--- src/hdl/pfc_pkg.sv ---
`timescale 1ns / 1ps
`default_nettype none

package pfc_pkg;

  // pixel formats; code three behaves as L8
  typedef enum logic [1:0] {
    FMT_L8   = 2'd0,
    FMT_RGB  = 2'd1,
    FMT_YUY2 = 2'd2
  } fmt_t;

  // configuration register indexes
  localparam int unsigned CFG_IDX_W = 2;
  localparam logic [CFG_IDX_W-1:0] CFG_SRC_FORMAT = 2'd0;
  localparam logic [CFG_IDX_W-1:0] CFG_DST_FORMAT = 2'd1;

  // pixel counts of a result
  localparam logic [1:0] PC_ONE = 2'd1;
  localparam logic [1:0] PC_TWO = 2'd2;

  // YUV to RGB, 13-bit fraction
  localparam logic signed [15:0] K_Y  = 16'sd9535;
  localparam logic signed [15:0] K_RV = 16'sd13074;
  localparam logic signed [15:0] K_GV = 16'sd6660;
  localparam logic signed [15:0] K_GU = 16'sd3203;
  localparam logic signed [15:0] K_BU = 16'sd16531;

  // RGB to YUV, 13-bit fraction; sums always land in 0 .. 2^21-1
  localparam int unsigned YUV_SUM_W = 21;
  localparam logic [YUV_SUM_W-1:0] K_YR   = 21'd2104;
  localparam logic [YUV_SUM_W-1:0] K_YG   = 21'd4130;
  localparam logic [YUV_SUM_W-1:0] K_YB   = 21'd802;
  localparam logic [YUV_SUM_W-1:0] K_UR   = 21'd1214;
  localparam logic [YUV_SUM_W-1:0] K_UG   = 21'd2384;
  localparam logic [YUV_SUM_W-1:0] K_UB   = 21'd3598;
  localparam logic [YUV_SUM_W-1:0] K_VR   = 21'd3598;
  localparam logic [YUV_SUM_W-1:0] K_VG   = 21'd3013;
  localparam logic [YUV_SUM_W-1:0] K_VB   = 21'd585;
  localparam logic [YUV_SUM_W-1:0] OFS_Y  = 21'd135168;   // rounding + 16 << 13
  localparam logic [YUV_SUM_W-1:0] OFS_UV = 21'd1052672;  // rounding + 128 << 13
  localparam logic [7:0] Y_MAX  = 8'd235;
  localparam logic [7:0] UV_MAX = 8'd240;

  localparam int unsigned RGB_SUM_W = 25;

  typedef struct packed {
    logic [7:0] c0;
    logic [7:0] c1;
    logic [7:0] c2;
  } pixel_t;

  function automatic fmt_t norm_fmt(input logic [1:0] f);
    fmt_t r;
    case (f)
      FMT_RGB:  r = FMT_RGB;
      FMT_YUY2: r = FMT_YUY2;
      default:  r = FMT_L8;
    endcase
    return r;
  endfunction

  // floor shift by 13, then clamp to 0..255
  function automatic logic [7:0] clamp_shr13(input logic signed [RGB_SUM_W-1:0] x);
    logic signed [RGB_SUM_W-1:0] s;
    logic [7:0] r;
    s = x >>> 13;
    if (s < 0) begin
      r = 8'd0;
    end else if (s > 255) begin
      r = 8'd255;
    end else begin
      r = s[7:0];
    end
    return r;
  endfunction

endpackage

`default_nettype wire

--- src/hdl/pfc_yuv2rgb.sv ---
`timescale 1ns / 1ps
`default_nettype none

module pfc_yuv2rgb (
  input  wire logic [7:0]      y,
  input  wire logic [7:0]      u,
  input  wire logic [7:0]      v,
  output pfc_pkg::pixel_t      rgb
);
  import pfc_pkg::*;

  logic signed [8:0] ys, us, vs;
  logic signed [RGB_SUM_W-1:0] yy, r_sum, g_sum, b_sum;

  always_comb begin
    ys = $signed({1'b0, y}) - 9'sd16;
    us = $signed({1'b0, u}) - 9'sd128;
    vs = $signed({1'b0, v}) - 9'sd128;
    yy = RGB_SUM_W'(ys) * RGB_SUM_W'(K_Y);
    r_sum = yy + RGB_SUM_W'(vs) * RGB_SUM_W'(K_RV);
    g_sum = yy - RGB_SUM_W'(vs) * RGB_SUM_W'(K_GV) - RGB_SUM_W'(us) * RGB_SUM_W'(K_GU);
    b_sum = yy + RGB_SUM_W'(us) * RGB_SUM_W'(K_BU);
    rgb.c0 = clamp_shr13(r_sum);
    rgb.c1 = clamp_shr13(g_sum);
    rgb.c2 = clamp_shr13(b_sum);
  end

endmodule

`default_nettype wire

--- src/hdl/pfc_rgb2yuv.sv ---
`timescale 1ns / 1ps
`default_nettype none

module pfc_rgb2yuv (
  input  wire logic [7:0] r,
  input  wire logic [7:0] g,
  input  wire logic [7:0] b,
  output logic [7:0]      y,
  output logic [7:0]      u,
  output logic [7:0]      v,
  output logic [7:0]      luma
);
  import pfc_pkg::*;

  logic [YUV_SUM_W-1:0] rw, gw, bw, y_sum, u_sum, v_sum;
  logic [12:0] l_sum;

  always_comb begin
    rw = YUV_SUM_W'(r);
    gw = YUV_SUM_W'(g);
    bw = YUV_SUM_W'(b);
    // subtractions may wrap mid-way; the final sums are never negative
    y_sum = rw * K_YR + gw * K_YG + bw * K_YB + OFS_Y;
    u_sum = bw * K_UB - rw * K_UR - gw * K_UG + OFS_UV;
    v_sum = rw * K_VR - gw * K_VG - bw * K_VB + OFS_UV;
    y = (y_sum[YUV_SUM_W-1:13] > Y_MAX) ? Y_MAX : y_sum[20:13];
    u = (u_sum[YUV_SUM_W-1:13] > UV_MAX) ? UV_MAX : u_sum[20:13];
    v = (v_sum[YUV_SUM_W-1:13] > UV_MAX) ? UV_MAX : v_sum[20:13];
    l_sum = 13'(r) * 13'd11 + 13'(g) * 13'd16 + 13'(b) * 13'd5;
    luma = l_sum[12:5];
  end

endmodule

`default_nettype wire

--- src/hdl/pixel_format_converter.sv ---
// Converts a pixel stream between L8, RGB888 and YUY2 (BT.601, 13-bit fixed point).
// src_format and dst_format (0 L8, 1 RGB888, 2 YUY2, code 3 acts as L8) are set by the
// user through the cfg port while the block is idle; the block does not enforce it. An L8
// or RGB item is one pixel and gives one; a YUY2 item is a macropixel (y0,u,y1,v) and
// gives two, with pixel_count saying which. One item is taken every clock; its result
// passes an input register and a result register, with the whole conversion between them.
// The input stalls only when both registers are full and the result is held off.
// frame_start clears the U/V alternation used when writing YUY2 from single pixels.
`timescale 1ns / 1ps
`default_nettype none

module pixel_format_converter (
  input  wire logic                          clk,
  input  wire logic                          rst,
  input  wire logic                          cfg_valid,
  output logic                               cfg_ready,
  input  wire logic [pfc_pkg::CFG_IDX_W-1:0] cfg_index,
  input  wire logic [1:0]                    cfg_data,
  input  wire logic                          in_valid,
  output logic                               in_stall,
  input  wire logic                          frame_start,
  input  wire logic [7:0]                    byte0,
  input  wire logic [7:0]                    byte1,
  input  wire logic [7:0]                    byte2,
  input  wire logic [7:0]                    byte3,
  output logic                               out_valid,
  input  wire logic                          out_stall,
  output logic [7:0]                         p0_c0,
  output logic [7:0]                         p0_c1,
  output logic [7:0]                         p0_c2,
  output logic [7:0]                         p1_c0,
  output logic [7:0]                         p1_c1,
  output logic [7:0]                         p1_c2,
  output logic [1:0]                         pixel_count
);
  import pfc_pkg::*;

  logic [1:0] src_format, dst_format;
  logic       parity, parity_next;

  // input register
  logic       v1;
  fmt_t       src1, dst1;
  logic       par1;
  logic [7:0] b0, b1, b2, b3;

  // result register
  logic       v2;
  pixel_t     p0, p1;
  logic [1:0] count;

  logic   in_take, adv;
  fmt_t   src_n;
  logic [7:0] r_in, g_in, b_in, y_c, u_c, v_c, luma_c;
  pixel_t rgb0, rgb1, p0_next, p1_next;
  logic [1:0] count_next;

  assign cfg_ready = 1'b1;
  assign adv       = !v2 || !out_stall;
  assign in_stall  = v1 && !adv;
  assign in_take   = in_valid && !in_stall;
  assign src_n     = norm_fmt(src_format);

  always_ff @(posedge clk) begin
    if (rst) begin
      src_format <= FMT_L8;
      dst_format <= FMT_L8;
    end else if (cfg_valid && cfg_ready) begin
      case (cfg_index)
        CFG_SRC_FORMAT: src_format <= cfg_data;
        CFG_DST_FORMAT: dst_format <= cfg_data;
        default: ;
      endcase
    end
  end

  // a macropixel steps the parity twice, so only single pixels flip it
  always_comb begin
    parity_next = frame_start ? 1'b0 : parity;
    if (src_n != FMT_YUY2) begin
      parity_next = ~parity_next;
    end
  end

  always_ff @(posedge clk) begin
    if (rst) begin
      parity <= 1'b0;
      v1     <= 1'b0;
    end else begin
      if (in_take) begin
        parity <= parity_next;
        v1     <= 1'b1;
      end else if (adv) begin
        v1 <= 1'b0;
      end
    end
  end

  always_ff @(posedge clk) begin
    if (in_take) begin
      src1 <= src_n;
      dst1 <= norm_fmt(dst_format);
      par1 <= frame_start ? 1'b0 : parity;
      b0   <= byte0;
      b1   <= byte1;
      b2   <= byte2;
      b3   <= byte3;
    end
  end

  always_comb begin
    r_in = b0;
    g_in = (src1 == FMT_RGB) ? b1 : b0;
    b_in = (src1 == FMT_RGB) ? b2 : b0;
  end

  pfc_rgb2yuv u_rgb2yuv (
    .r    (r_in),
    .g    (g_in),
    .b    (b_in),
    .y    (y_c),
    .u    (u_c),
    .v    (v_c),
    .luma (luma_c)
  );

  pfc_yuv2rgb u_yuv2rgb0 (
    .y   (b0),
    .u   (b1),
    .v   (b3),
    .rgb (rgb0)
  );

  pfc_yuv2rgb u_yuv2rgb1 (
    .y   (b2),
    .u   (b1),
    .v   (b3),
    .rgb (rgb1)
  );

  always_comb begin
    p0_next    = '0;
    p1_next    = '0;
    count_next = PC_ONE;
    if (src1 == FMT_YUY2) begin
      count_next = PC_TWO;
      case (dst1)
        FMT_RGB: begin
          p0_next = rgb0;
          p1_next = rgb1;
        end
        FMT_YUY2: begin
          p0_next = '{c0: b0, c1: b1, c2: 8'd0};
          p1_next = '{c0: b2, c1: b3, c2: 8'd0};
        end
        default: begin
          p0_next.c0 = b0;
          p1_next.c0 = b2;
        end
      endcase
    end else begin
      case (dst1)
        FMT_RGB:  p0_next = '{c0: r_in, c1: g_in, c2: b_in};
        FMT_YUY2: p0_next = '{c0: y_c, c1: (par1 ? v_c : u_c), c2: 8'd0};
        default:  p0_next.c0 = luma_c;
      endcase
    end
  end

  always_ff @(posedge clk) begin
    if (rst) begin
      v2 <= 1'b0;
    end else if (adv) begin
      v2 <= v1;
    end
  end

  always_ff @(posedge clk) begin
    if (adv && v1) begin
      p0    <= p0_next;
      p1    <= p1_next;
      count <= count_next;
    end
  end

  assign out_valid   = v2;
  assign p0_c0       = p0.c0;
  assign p0_c1       = p0.c1;
  assign p0_c2       = p0.c2;
  assign p1_c0       = p1.c0;
  assign p1_c1       = p1.c1;
  assign p1_c2       = p1.c2;
  assign pixel_count = count;

  a_count_legal: assert property (@(posedge clk) disable iff (rst)
    out_valid |-> (pixel_count == PC_ONE || pixel_count == PC_TWO))
    else $error("pixel_count out of range");

  a_single_p1_zero: assert property (@(posedge clk) disable iff (rst)
    out_valid && pixel_count == PC_ONE |-> p1 == '0)
    else $error("second pixel not cleared for a single-pixel result");

  a_stall_cause: assert property (@(posedge clk) disable iff (rst)
    in_stall |-> v1 && v2 && out_stall)
    else $error("input stalled with room in the pipeline");

  a_frame_parity: assert property (@(posedge clk) disable iff (rst)
    in_take && frame_start && src_n != FMT_YUY2 |=> parity)
    else $error("parity not restarted by frame_start");

  a_yuy2_no_c2: assert property (@(posedge clk) disable iff (rst)
    $past(adv && v1 && dst1 == FMT_YUY2) |-> p0.c2 == 8'd0 && p1.c2 == 8'd0)
    else $error("third component set for a YUY2 target");

endmodule

`default_nettype wire

--- config.mk ---
export PLATFORM = sky130hd
export DESIGN_NAME = pixel_format_converter
export DESIGN_NICKNAME = d
export VERILOG_FILES = /design/src/hdl/pfc_pkg.sv /design/src/hdl/pfc_yuv2rgb.sv /design/src/hdl/pfc_rgb2yuv.sv /design/src/hdl/pixel_format_converter.sv
export SDC_FILE = /design/constraint.sdc
export NUM_CORES = 2
export LEC_CHECK = 0
export BUFFER_PORTS_ARGS = -buffer_cell sky130_fd_sc_hd__buf_2
export CAP_MARGIN = 30
export CORE_AREA = 3 3 229 231
export DETAILED_ROUTE_END_ITERATION = 6
export DIE_AREA = 0 0 232 234
export PLACE_DENSITY_LB_ADDON = 0.12
export SETUP_SLACK_MARGIN = 0.05
export SLEW_MARGIN = 5
export SYNTH_ARGS = -nofsm -noshare
export SYNTH_HDL_FRONTEND = slang
export SYNTH_SLANG_ARGS = --single-unit
--- constraint.sdc ---
create_clock -name clk -period 11.9 [get_ports clk]
set_input_delay 1.19 -clock clk [delete_from_list [all_inputs] [get_ports clk]]
set_output_delay 1.19 -clock clk [all_outputs]
set_load 0.02 [all_outputs]
Yosys cells after proc, flatten, opt, wreduce, memory -nomap -nowiden:

Cells that the tools add are included.

* flip-flop bits (word level): 94
* input bits: 42
* output and inout bits: 53
* word-level logic and storage cells: 129

* add/sub/neg operators: 23
* multiply operators: 17
* magnitude comparators: 15
* equality and inequality tests: 10
* muxes and demuxes: 32
* bitwise operators: 1
* reductions and logical operators: 12

Operator list (count)
* 2-to-1 mux 8 bit: 20
* case mux 16 bit (2 select lines): 3
* > comparator 12 x 9 -> 1 bit (second input constant): 6
* < comparator 12 x 1 -> 1 bit (second input constant): 6
* adder 24 x 24 -> 25 bit: 2
* adder 24 x 25 -> 25 bit: 2
* subtractor 24 x 23 -> 25 bit: 2
* subtractor 25 x 22 -> 25 bit: 2
* multiplier 9 x 15 -> 24 bit (second input constant): 2
* adder 21 bit (second input constant): 2
* multiplier 8 x 12 -> 20 bit (second input constant): 2
* multiplier 8 x 11 -> 19 bit (second input constant): 2
* multiplier 8 x 10 -> 18 bit (second input constant): 2
* multiplier 8 x 9 -> 17 bit (second input constant): 2
* multiplier 9 x 16 -> 25 bit (second input constant): 1
* > comparator 8 bit (second input constant): 3
* 2-to-1 mux 24 bit: 1
* multiplier 9 x 14 -> 23 bit (second input constant): 1
* multiplier 9 x 13 -> 22 bit (second input constant): 1
* adder 20 x 21 -> 21 bit: 1
* adder 21 x 18 -> 21 bit: 1
* adder 21 x 18 -> 21 bit (second input constant): 1
* multiplier 9 x 12 -> 21 bit (second input constant): 1
* subtractor 20 x 19 -> 21 bit: 1
* 24 further kinds: 43

Logic depth before layout (Yosys ltp):

* word-level depth: 11
* depth in mapped cells: 37
* gate-level depth less buffers: 35

Hierarchy:

Synthesis repeated with hierarchy kept, for this count alone.

* cell total of the unflattened synthesis: 4389
* area total of the unflattened synthesis: 40557.6 um2

Modules (own cells, without submodules)
* pfc_rgb2yuv: instances 1, cells each 1528, area each 13795.7 um2, seq. area each 0.0 um2
* pfc_yuv2rgb at u_yuv2rgb1: instances 1, cells each 1265, area each 11195.7 um2, seq. area each 0.0 um2
* pfc_yuv2rgb at u_yuv2rgb0: instances 1, cells each 1265, area each 11172.0 um2, seq. area each 0.0 um2
* pixel_format_converter: instances 1, cells each 331, area each 4394.2 um2, seq. area each 2752.6 um2

Least setup slack after synthesis:

No wires, ideal clock.

* path kind: register -> register
* start: register b0[6]
* end: register p0, in the netlist p0_c1[2], data pin
* library setup time: 0.276 ns
* arrival time: 7.695 ns
* data required time: 11.624 ns
* setup slack: 3.929 ns
* stages on the path, launching flop included: 35
* path buffers: 1
* clock period less this slack: 7.971 ns
* path through: edfxtp_1 > inv_1 > ha_1 > ha_1 > inv_1 > fa_1 > inv_1 > ha_1 > ha_1 > clkbuf_1 > a21oi_1 > nand2_1 > a21o_1 > a21o_1 > a21o_1 > a21oi_1 > xor2_1 > ha_1 > inv_1 > fa_1 > inv_1 > fa_1 > inv_1 > fa_1 > ha_1 > and3_1 > and3_1 > nand4_1 > o21ai_1 > a21o_1 > mux2i_1 > o2111a_1 > nor3_1 > a211oi_1 > a221oi_1

RTL lines
* start: declaration: RTL line pixel_format_converter.sv:45 `logic [7:0] b0, b1, b2, b3;`
* start signal: assignment: RTL line pixel_format_converter.sv:104 `b0 <= byte0;`
* end signal: assignment: RTL line pixel_format_converter.sv:180 `p0 <= p0_next;`
* end: declaration: RTL line pixel_format_converter.sv:49 `pixel_t p0, p1;`

==> results_dict.tcl <==
set metrics [dict create \
    status "finished, final reports clean" \
    post-route-drc-count 0 \
    synthTopCellsByCount "ha_1 (918), inv_1 (815), fa_1 (331)" \
    worst-r2r-cell-count 34 \
    cp-end-kind "flip-flop" \
    maxCapViolations 0 \
    grt_pass1_vias 26907 \
    crit_fanout 12 \
    setup_tns_ps 0 \
    top_layer_used "met5" \
    hold_violations 0 \
    rr_endpoint "p0_c1[3]$_DFFE_PP_" \
    cts_made_buffers 9 \
    min_period_ps 9210 \
    cts-root-buf "clkbuf_16" \
    die_h_um 234 \
    grt_max_degree 51 \
    clockBufferDepth 2 \
    cp.arrival_ps 9330 \
    synth_top_cell_area_share_pct 33.9 \
    ys_seq_elements 94 \
    startpoint_type "flip-flop" \
    clk_pin_slew_ps 90 \
    final.period_utilization_pct 77.4 \
    avgSynthCellArea_um2 9.06 \
    dpl.hpwl_um 88600 \
    hold_start "parity$_SDFFE_PP0P_" \
    start_util_pct 67.4 \
    timing.rr.start "b0[4]$_DFFE_PP_" \
    syn-cell-area_um2 33900 \
    ys_types 90 \
    globalplace.congestion 1.05 \
    relSlewSlack_pct 34.2 \
    nFillCells 4005 \
    nets 5145 \
    clkSinkCount 94 \
    drtAntennaViolNets 0 \
    cp_slowest_cell "edfxtp_1" \
    grt-ovfl-total 0 \
    wire_per_inst_um 22.5 \
    synth-warning-count 0 \
    fin_skew_ps 18.7 \
    clk_latency_ps 390 \
    synth.most_common_cell "ha_1" \
    dieArea_um2 54300 \
    grt_usage_pct 38.0 \
    hold_end "parity$_SDFFE_PP0P_" \
    num_rows 82 \
    max_stage_delay_ps 720 \
    dr_total_vias 27555 \
    synthArstFlopShare_pct 0 \
    dr_wl_met3_um 11700 \
    core_region_area_um2 50300 \
    setup_violations 0 \
    synth_edf_count 87 \
    yosys.area.top_type "ha_1" \
    post_cts_buffers 0 \
    hold_class "reg -> reg" \
    drive_above_1_share_pct 5.00 \
    wl_met1_um 45700 \
    worst_pin_slew_ps 980 \
    hold_path_depth 2 \
    syn_nets 5030 \
    worstPathRequired_ps 12010 \
    rrSetupSlack_ps 2690 \
    antenna_found_initial 2 \
    htreeDepth 3 \
    path_class "reg -> reg" \
    grt_pass1_wl_um 156000 \
    drt_iter0_drc 2543 \
    rsz0062_at_grt "false" \
    path_common_cell "inv_1" \
    port-buffer-count 93 \
    wl_um 102000 \
    ys.flop_type "edfxtp_1" \
    syn_inst 3739 \
    clock.fmax_mhz 109 \
    dr.pass1.iters 6 \
    synthTopCellsByArea "ha_1 (34%), fa_1 (20%), inv_1 (9.0%)" \
    dr_wl_met2_um 41600 \
    viasPerCell 6.08 \
    cts_tree "yes" \
    ctsHoldBuffers 0 \
    num_io_pins 95 \
    areaGrowthSynthToFinish_pct 5.41 \
    ctsResizeCount 0 \
    ys_seq_area_share_pct 8.13 \
    slew_violations 0 \
    die_x_um 232 \
]
[critical path: cells and delay by family, from the launching register on]
family / cells / cell delay (ps)
AOI/OAI and AO/OA: 10 / 2590
xor gates and xnor gates: 2 / 390
adders and majority gates: 10 / 3840
buffers and inverters: 7 / 720
DFF: 1 / 720
and+or+nand+nor: 5 / 660
[worst max-delay path by stage]
stage                                 start            endpoint  slack (ps)  cells after the start
after floorplan             b0[6]$_DFFE_PP_  p0_c1[2]$_DFFE_PP_        3930                     34
after global routing        b0[5]$_DFFE_PP_  p0_c1[7]$_DFFE_PP_        2190                     32
after detailed placement  src1[1]$_DFFE_PP_  p0_c1[7]$_DFFE_PP_        2690                     31
after global placement    src1[1]$_DFFE_PP_  p0_c1[7]$_DFFE_PP_        2460                     29
after CTS                 src1[1]$_DFFE_PP_  p0_c1[7]$_DFFE_PP_        2640                     31
final                       b0[4]$_DFFE_PP_  p0_c1[3]$_DFFE_PP_        2690                     34
[placed cells by master (no fill, tap or decap), types with 35 or more instances in the layout]
cell,netlist,layout
a21o_1,96,96
a21oi_1,225,225
buf_2,2,95
buf_4,1,35
edfxtp_1,87,87
fa_1,331,331
ha_1,918,918
inv_1,815,815
nand2_1,129,129
nand3_1,35,35
nor2_1,176,175
nor3_1,61,61
o21a_1,35,35
o21ai_0,109,109
o21bai_1,36,36
xnor2_1,171,171
xor2_1,89,89
[cell type report]
class,instances,area (um^2),area share [%]
multi-input cells,2802,28000,78.3
inverters,816,3060,8.58
flip-flops and latches,94,2750,7.71
well taps,672,841,2.35
repair buffers,131,753,2.11
clock buffers,10,229,0.641
clock inverters,6,93.8,0.263
diodes,1,2.50,0.00701
[per-stage QoR]
stage	util [%]	std cells	area [um^2]	setup slack [ps]	hold slack, ps
3_3_place_gp	70.3	4509	35300	2460	457
2_1_floorplan	-	3739	33900	3930	439
3_5_place_dp	70.3	4513	35400	2690	466
4_1_cts	71.0	4529	35700	2640	476
6_report	71.0	4532	35700	2690	478
5_1_grt	71.0	4531	35700	2190	509
[sequential cells by signal (all words and copies together) (netlist names), 8 cells and up]
signal  cells
b0          8
b1          8
p1_c1       8
p1_c0       8
p0_c0       8
b3          8
p1_c2       8
b2          8
p0_c2       8
p0_c1       8
[layer usage]
layer,global-route usage (%),vias to the layer above
li1,-,12828
met1,55.8,13257
met2,56.0,1291
met3,9.99,177
met4,8.75,2
met5,0,-
[logic make-up after synthesis]
family / Yosys count / synth area share, %
fa+ha+maj: 1249 / 53.5
compound gates: 718 / 14.0
simple gates: 561 / 7.91
buf+inv: 843 / 9.36
flops: 94 / 8.13
xor+xnor: 261 / 6.79
mux: 12 / 0.366
other cells: 1 / 0.0111
Power is not shown: default switching activity piles up to over one toggle a cycle in this logic, so the estimate is an artifact.
